===== src/rsp_pkg.sv =====
`timescale 1ns / 1ps
// ----------------------------------------------------------------------------
// Sprite projection package
// Shared types, widths, angle constants and the CORDIC arctangent table.
// ----------------------------------------------------------------------------
package rsp_pkg;

	localparam int CORDIC_STEPS = 17;
	localparam int CORDIC_LAT   = CORDIC_STEPS + 1;
	localparam int CW           = 34;
	localparam int ZW           = 24;
	localparam int REL_W        = 18;
	localparam int DIST_W       = 23;
	localparam int ISQ_W        = 2 * DIST_W - 1;
	localparam int NUM_W        = 60;
	localparam int DEN_W        = 54;
	localparam int WQ_BITS      = 21;
	localparam int WIDTH_PLANE  = 55;

	typedef logic signed [CW-1:0]    cord_t;
	typedef logic signed [ZW-1:0]    ang_t;
	typedef logic signed [REL_W-1:0] rel_t;

	localparam ang_t  DEG180_Q14 = 24'sd2949120;
	localparam rel_t  DEG180_Q6  = 18'sd11520;
	localparam rel_t  DEG360_Q6  = 18'sd23040;
	localparam logic [13:0] DEG90_Q6 = 14'd5760;
	localparam cord_t CORDIC_X0  = 34'sd652032874;

	function automatic ang_t atan_q14(input int i);
		ang_t a;
		case (i)
			0:  a = 24'sd737280;
			1:  a = 24'sd435242;
			2:  a = 24'sd229970;
			3:  a = 24'sd116736;
			4:  a = 24'sd58595;
			5:  a = 24'sd29326;
			6:  a = 24'sd14667;
			7:  a = 24'sd7334;
			8:  a = 24'sd3667;
			9:  a = 24'sd1833;
			10: a = 24'sd917;
			11: a = 24'sd458;
			12: a = 24'sd229;
			13: a = 24'sd115;
			14: a = 24'sd57;
			15: a = 24'sd29;
			16: a = 24'sd14;
			default: a = '0;
		endcase
		return a;
	endfunction

	function automatic longint unsigned isqrt_c(input longint unsigned n);
		longint unsigned r;
		longint unsigned b;
		longint unsigned v;
		r = 0;
		b = 64'd1 << 62;
		v = n;
		for (int i = 0; i < 32; i++) begin
			if (v >= r + b) begin
				v = v - (r + b);
				r = (r >> 1) + b;
			end else begin
				r = r >> 1;
			end
			b = b >> 2;
		end
		return r;
	endfunction

endpackage


===== src/rsp_div.sv =====
`timescale 1ns / 1ps
// ----------------------------------------------------------------------------
// Pipelined restoring divider
// Overflow check in the first stage, then one quotient bit per stage.
// ----------------------------------------------------------------------------
module rsp_div
	import rsp_pkg::*;
#(
	parameter int QW = 21
) (
	input  logic             clk,
	input  logic             arst_n,
	input  logic             in_valid,
	input  logic [NUM_W-1:0] num,
	input  logic [DEN_W-1:0] den,
	output logic             out_valid,
	output logic [QW-1:0]    quo,
	output logic             sat
);

	localparam int XW = DEN_W + QW;

	logic [NUM_W-1:0] dr_q [QW+1];
	logic [DEN_W-1:0] dd_q [QW+1];
	logic [QW-1:0]    dq_q [QW+1];
	logic [QW:0]      ds_q;
	logic [QW:0]      dv_q;

	always_ff @(posedge clk or negedge arst_n) begin
		if (!arst_n) begin
			dv_q <= '0;
		end else begin
			dv_q <= {dv_q[QW-1:0], in_valid};
		end
	end

	always_ff @(posedge clk) begin
		logic [XW-1:0] sub;
		dr_q[0] <= num;
		dd_q[0] <= den;
		dq_q[0] <= '0;
		ds_q[0] <= (XW'(num) >= {den, {QW{1'b0}}});
		for (int k = 0; k < QW; k++) begin
			sub = XW'(dd_q[k]) << (QW - 1 - k);
			if (XW'(dr_q[k]) >= sub) begin
				dr_q[k+1] <= dr_q[k] - sub[NUM_W-1:0];
				dq_q[k+1] <= dq_q[k] | (QW'(1) << (QW - 1 - k));
			end else begin
				dr_q[k+1] <= dr_q[k];
				dq_q[k+1] <= dq_q[k];
			end
			dd_q[k+1] <= dd_q[k];
			ds_q[k+1] <= ds_q[k];
		end
	end

	assign out_valid = dv_q[QW];
	assign quo       = dq_q[QW];
	assign sat       = ds_q[QW];

endmodule


===== config.mk =====
export PLATFORM = sky130hd
export DESIGN_NAME = rsp_div
export DESIGN_NICKNAME = d
export VERILOG_FILES = /design/src/rsp_pkg.sv /design/src/rsp_div.sv
export SDC_FILE = /design/constraint.sdc
export NUM_CORES = 2
export LEC_CHECK = 0
export BUFFER_PORTS_ARGS = -buffer_cell sky130_fd_sc_hd__buf_2
export CORE_ASPECT_RATIO = 0.75
export CORE_MARGIN = 4
export CORE_UTILIZATION = 55
export DETAILED_ROUTE_END_ITERATION = 8
export PLACE_DENSITY = 0.76
export SLEW_MARGIN = 10
export SYNTH_ARGS = -nofsm -noshare
export SYNTH_HDL_FRONTEND = slang
export SYNTH_SLANG_ARGS = --single-unit

===== constraint.sdc =====
create_clock -name clk -period 7.3 [get_ports clk]
set_input_delay 1.46 -clock clk [delete_from_list [all_inputs] [get_ports clk]]
set_output_delay 1.46 -clock clk [all_outputs]
set_load 0.05 [all_outputs]

==> results_dict.tcl <==
set metrics [dict create \
    placedCellCount 16600 \
    reg2reg_from "dd_q[15][4]$_DFF_P_" \
    clockBufferDepth 4 \
    crit_chain "inv_1 -> ha_1 -> and3_1 -> a221oi_2 -> a211o_1 -> a2111oi_0 -> o21ai_0 -> o211ai_1 -> a21oi_1 -> o311ai_1 -> a31oi_1 -> xnor2_1 -> mux2_2" \
    vias 98400 \
    p_leak_nw 63.6 \
    clkLatencyLatePin_ps 880 \
    synth_edf_count 0 \
    critPathLaunchType "flip-flop" \
    grt_max_degree 102 \
    postCtsSetupRepairBufs 0 \
    drt_wl_total_um 346000 \
    crit_path_top_delay_cell "ha_1" \
    synthArstFlopShare_pct 0.824 \
    synth-seq-cells 2669 \
    maxSlewViolCount 0 \
    grt_usage_pct 28.3 \
    regToRegSetupSlack_ps 1870 \
    dr.pass1.iters 7 \
    netlist_area_um2 125000 \
    synthTopCellsByCount "2647 x dfxtp_1, 1338 x inv_1, 1240 x a21oi_1, 1120 x nand2_1, 1068 x ha_1" \
    r2r-end "dr_q[2][53]$_DFF_P_" \
    post_dp_cell_area_um2 128000 \
    holdPathEnd "dq_q[21][3]$_DFF_P_" \
    dpl_worst_slack_ps 1910 \
    synth_top_cell_area_share_pct 42.2 \
    stdcell_count 17100 \
    vdd_drop_max_mv 0.288 \
    dpl.hpwl_um 274000 \
    hold_depth 0 \
    synth.most_common_cell "dfxtp_1" \
    fin_area_um2 138000 \
    grt_pass1_wl_um 533000 \
    r2r_cells 13 \
    setup_tns_ps 0 \
    path_max_fanout 5 \
    yosys-top-cells-area "dfxtp_1 42%, ha_1 11%, a21oi_1 4.9%" \
    drt-initial-drc-count 11000 \
    root_buffer "clkbuf_16" \
    die_area_um2 236000 \
    viasPerCell 5.77 \
    slowest_delay_ps 920 \
    relSlewSlack_pct 5.85 \
    period_share_pct 74.3 \
    syn_nets 15100 \
    post-route-util_pct 60.8 \
    cts_hold_buf 0 \
    globalplace.congestion 1.00 \
    ios 140 \
    antenna_found_initial 14 \
    final_hold_viol_count 0 \
    cts_resized 0 \
    tightest_slew_ps 1410 \
    min_period_ps 5430 \
    cts_tree "yes" \
    initial_utilization_pct 55.4 \
    ys_types 119 \
    rows 151 \
    status "finished clean" \
    required_ps 8050 \
    final_nets 15100 \
    critPathKind "flip-flop to flip-flop" \
    syn2layout_area_growth_pct 9.61 \
    ys_seq_area_share_pct 42.7 \
    fmax_mhz 184 \
    ys.flop_type "dfxtp_1" \
    cts_buffers 271 \
    synth_area_leader_cell "dfxtp_1" \
    drc_errors 0 \
    fp.dieH_um 422 \
    wl_per_cell_um 20.3 \
    crit_path_end_kind "flip-flop" \
    power_density_nw_per_um2 358 \
    total_power_mw 49.2 \
    antenna_left 0 \
    port_buffers 139 \
    overflow 0 \
    hp-class "flip-flop to flip-flop" \
    syn_inst 13900 \
    arrival_ps 6180 \
    whs_ps 317 \
    clk_pin_slew_worst_paths_ps 60 \
    timing.final.ws_setup_ps 1870 \
    clock-sinks 2669 \
    coreArea_um2 226000 \
    syn_area_per_cell_um2 9.04 \
    h-tree-depth 5 \
    yosys_warnings 0 \
    min_from "dq_q[20][3]$_DFF_P_" \
    setup_viol 0 \
    drive_gt1_share_pct 7.46 \
    skew_ps 57.8 \
    grt_pass1_vias 90000 \
    die_x_um 560 \
    drv_cap 0 \
    rsz0062_at_grt "false" \
]
[area by class of cell]
type                    count  area (um2)
clock inverters            99        1240
well taps                2983        3730
flip-flops and latches   2669       53500
inverters                1341        5030
fillers                 19400       88800
clock buffers             373        7860
multi-input cells        9409       65100
repair buffers            174        1030
diodes                      2        5.00
[layer usage]
layer / up-vias / GRT usage, % / part of all wire (%)
li1: 48400 / - / -
met1: 45600 / 45.8 / 51
met2: 3958 / 35.0 / 35
met3: 396 / 9.44 / 12
met4: 10 / 5.51 / 1.7
met5: - / 0.827 / 0.088
[cell usage in the layout, fill, tap and decap left out, types with 34 or more instances in the layout]
master,count
a211oi_1,57
a21o_1,619
a21oi_1,1239
a221oi_1,38
a31oi_1,120
and2_1,50
and3_1,111
buf_2,139
clkbuf_1,45
clkbuf_16,282
clkbuf_8,46
clkinv_2,34
dfxtp_1,2647
ha_1,1068
inv_1,1338
mux2_2,274
nand2_1,1120
nand2b_1,121
nand3_1,221
nand4_1,263
nor2_1,694
nor2b_1,135
nor3_1,154
nor4_1,119
o211ai_1,53
o21a_1,115
o21ai_0,1002
o21ai_1,35
o21bai_1,185
o31ai_1,62
xnor2_1,523
xor2_1,367
[sequential cells by signal, indices dropped and copies added, names as in the netlist]
register,flops
dv_q,22
ds_q,22
dd_q,1134
dq_q,231
dr_q,1260
[worst max-delay path by stage]
stage | start | to | slack (ps) | cells past startpoint
2_1_floorplan | dr_q[0][256]$_DFF_P_ | dr_q[0][317]$_DFF_P_ | 3840 | 15
3_3_place_gp | dd_q[19][21]$_DFF_P_ | dr_q[2][296]$_DFF_P_ | 1880 | 14
3_5_place_dp | dd_q[19][21]$_DFF_P_ | dr_q[2][296]$_DFF_P_ | 1910 | 14
4_1_cts | dd_q[19][21]$_DFF_P_ | dr_q[2][296]$_DFF_P_ | 1910 | 14
5_1_grt | dr_q[1][307]$_DFF_P_ | dr_q[1][377]$_DFF_P_ | 1580 | 14
6_report | dd_q[15][4]$_DFF_P_ | dr_q[2][53]$_DFF_P_ | 1870 | 13
[worst max-delay path, delay by kind of cell (launching register included)]
| family | cells | cell delay (ps) |
|---|---|---|
| buffers and inverters | 1 | 60 |
| adders and majority gates | 1 | 920 |
| DFF | 1 | 370 |
| AOI/OAI and AO/OA | 8 | 3230 |
| and+or+nand+nor | 1 | 300 |
| muxes | 1 | 260 |
| xor gates and xnor gates | 1 | 180 |
[cell families (layout without fill, tap and decap cells)]
family                   after synthesis  in the layout  synth area share, %
XOR/XNOR                             890            890                 6.21
AND/OR/NAND/NOR                     3209           3209                 12.3
AO/OA/AOI/OAI                       3903           3903                 19.4
adder cells (fa/ha/maj)             1088           1088                 11.0
flip-flops                          2669           2669                 42.7
buffers and inverters               1798           1987                 5.60
multiplexers                         319            319                 2.91
other                                  0              2                    0
[power breakdown]
group	total [mW]	switching (mW)	internal (mW)	leakage, nW
clock	14.2	5.79	8.41	4.43
sequential	17.9	1.31	16.6	22.5
combinational	17.2	10.3	6.83	36.7
No activity file was read; power rests on OpenSTA's default activity.
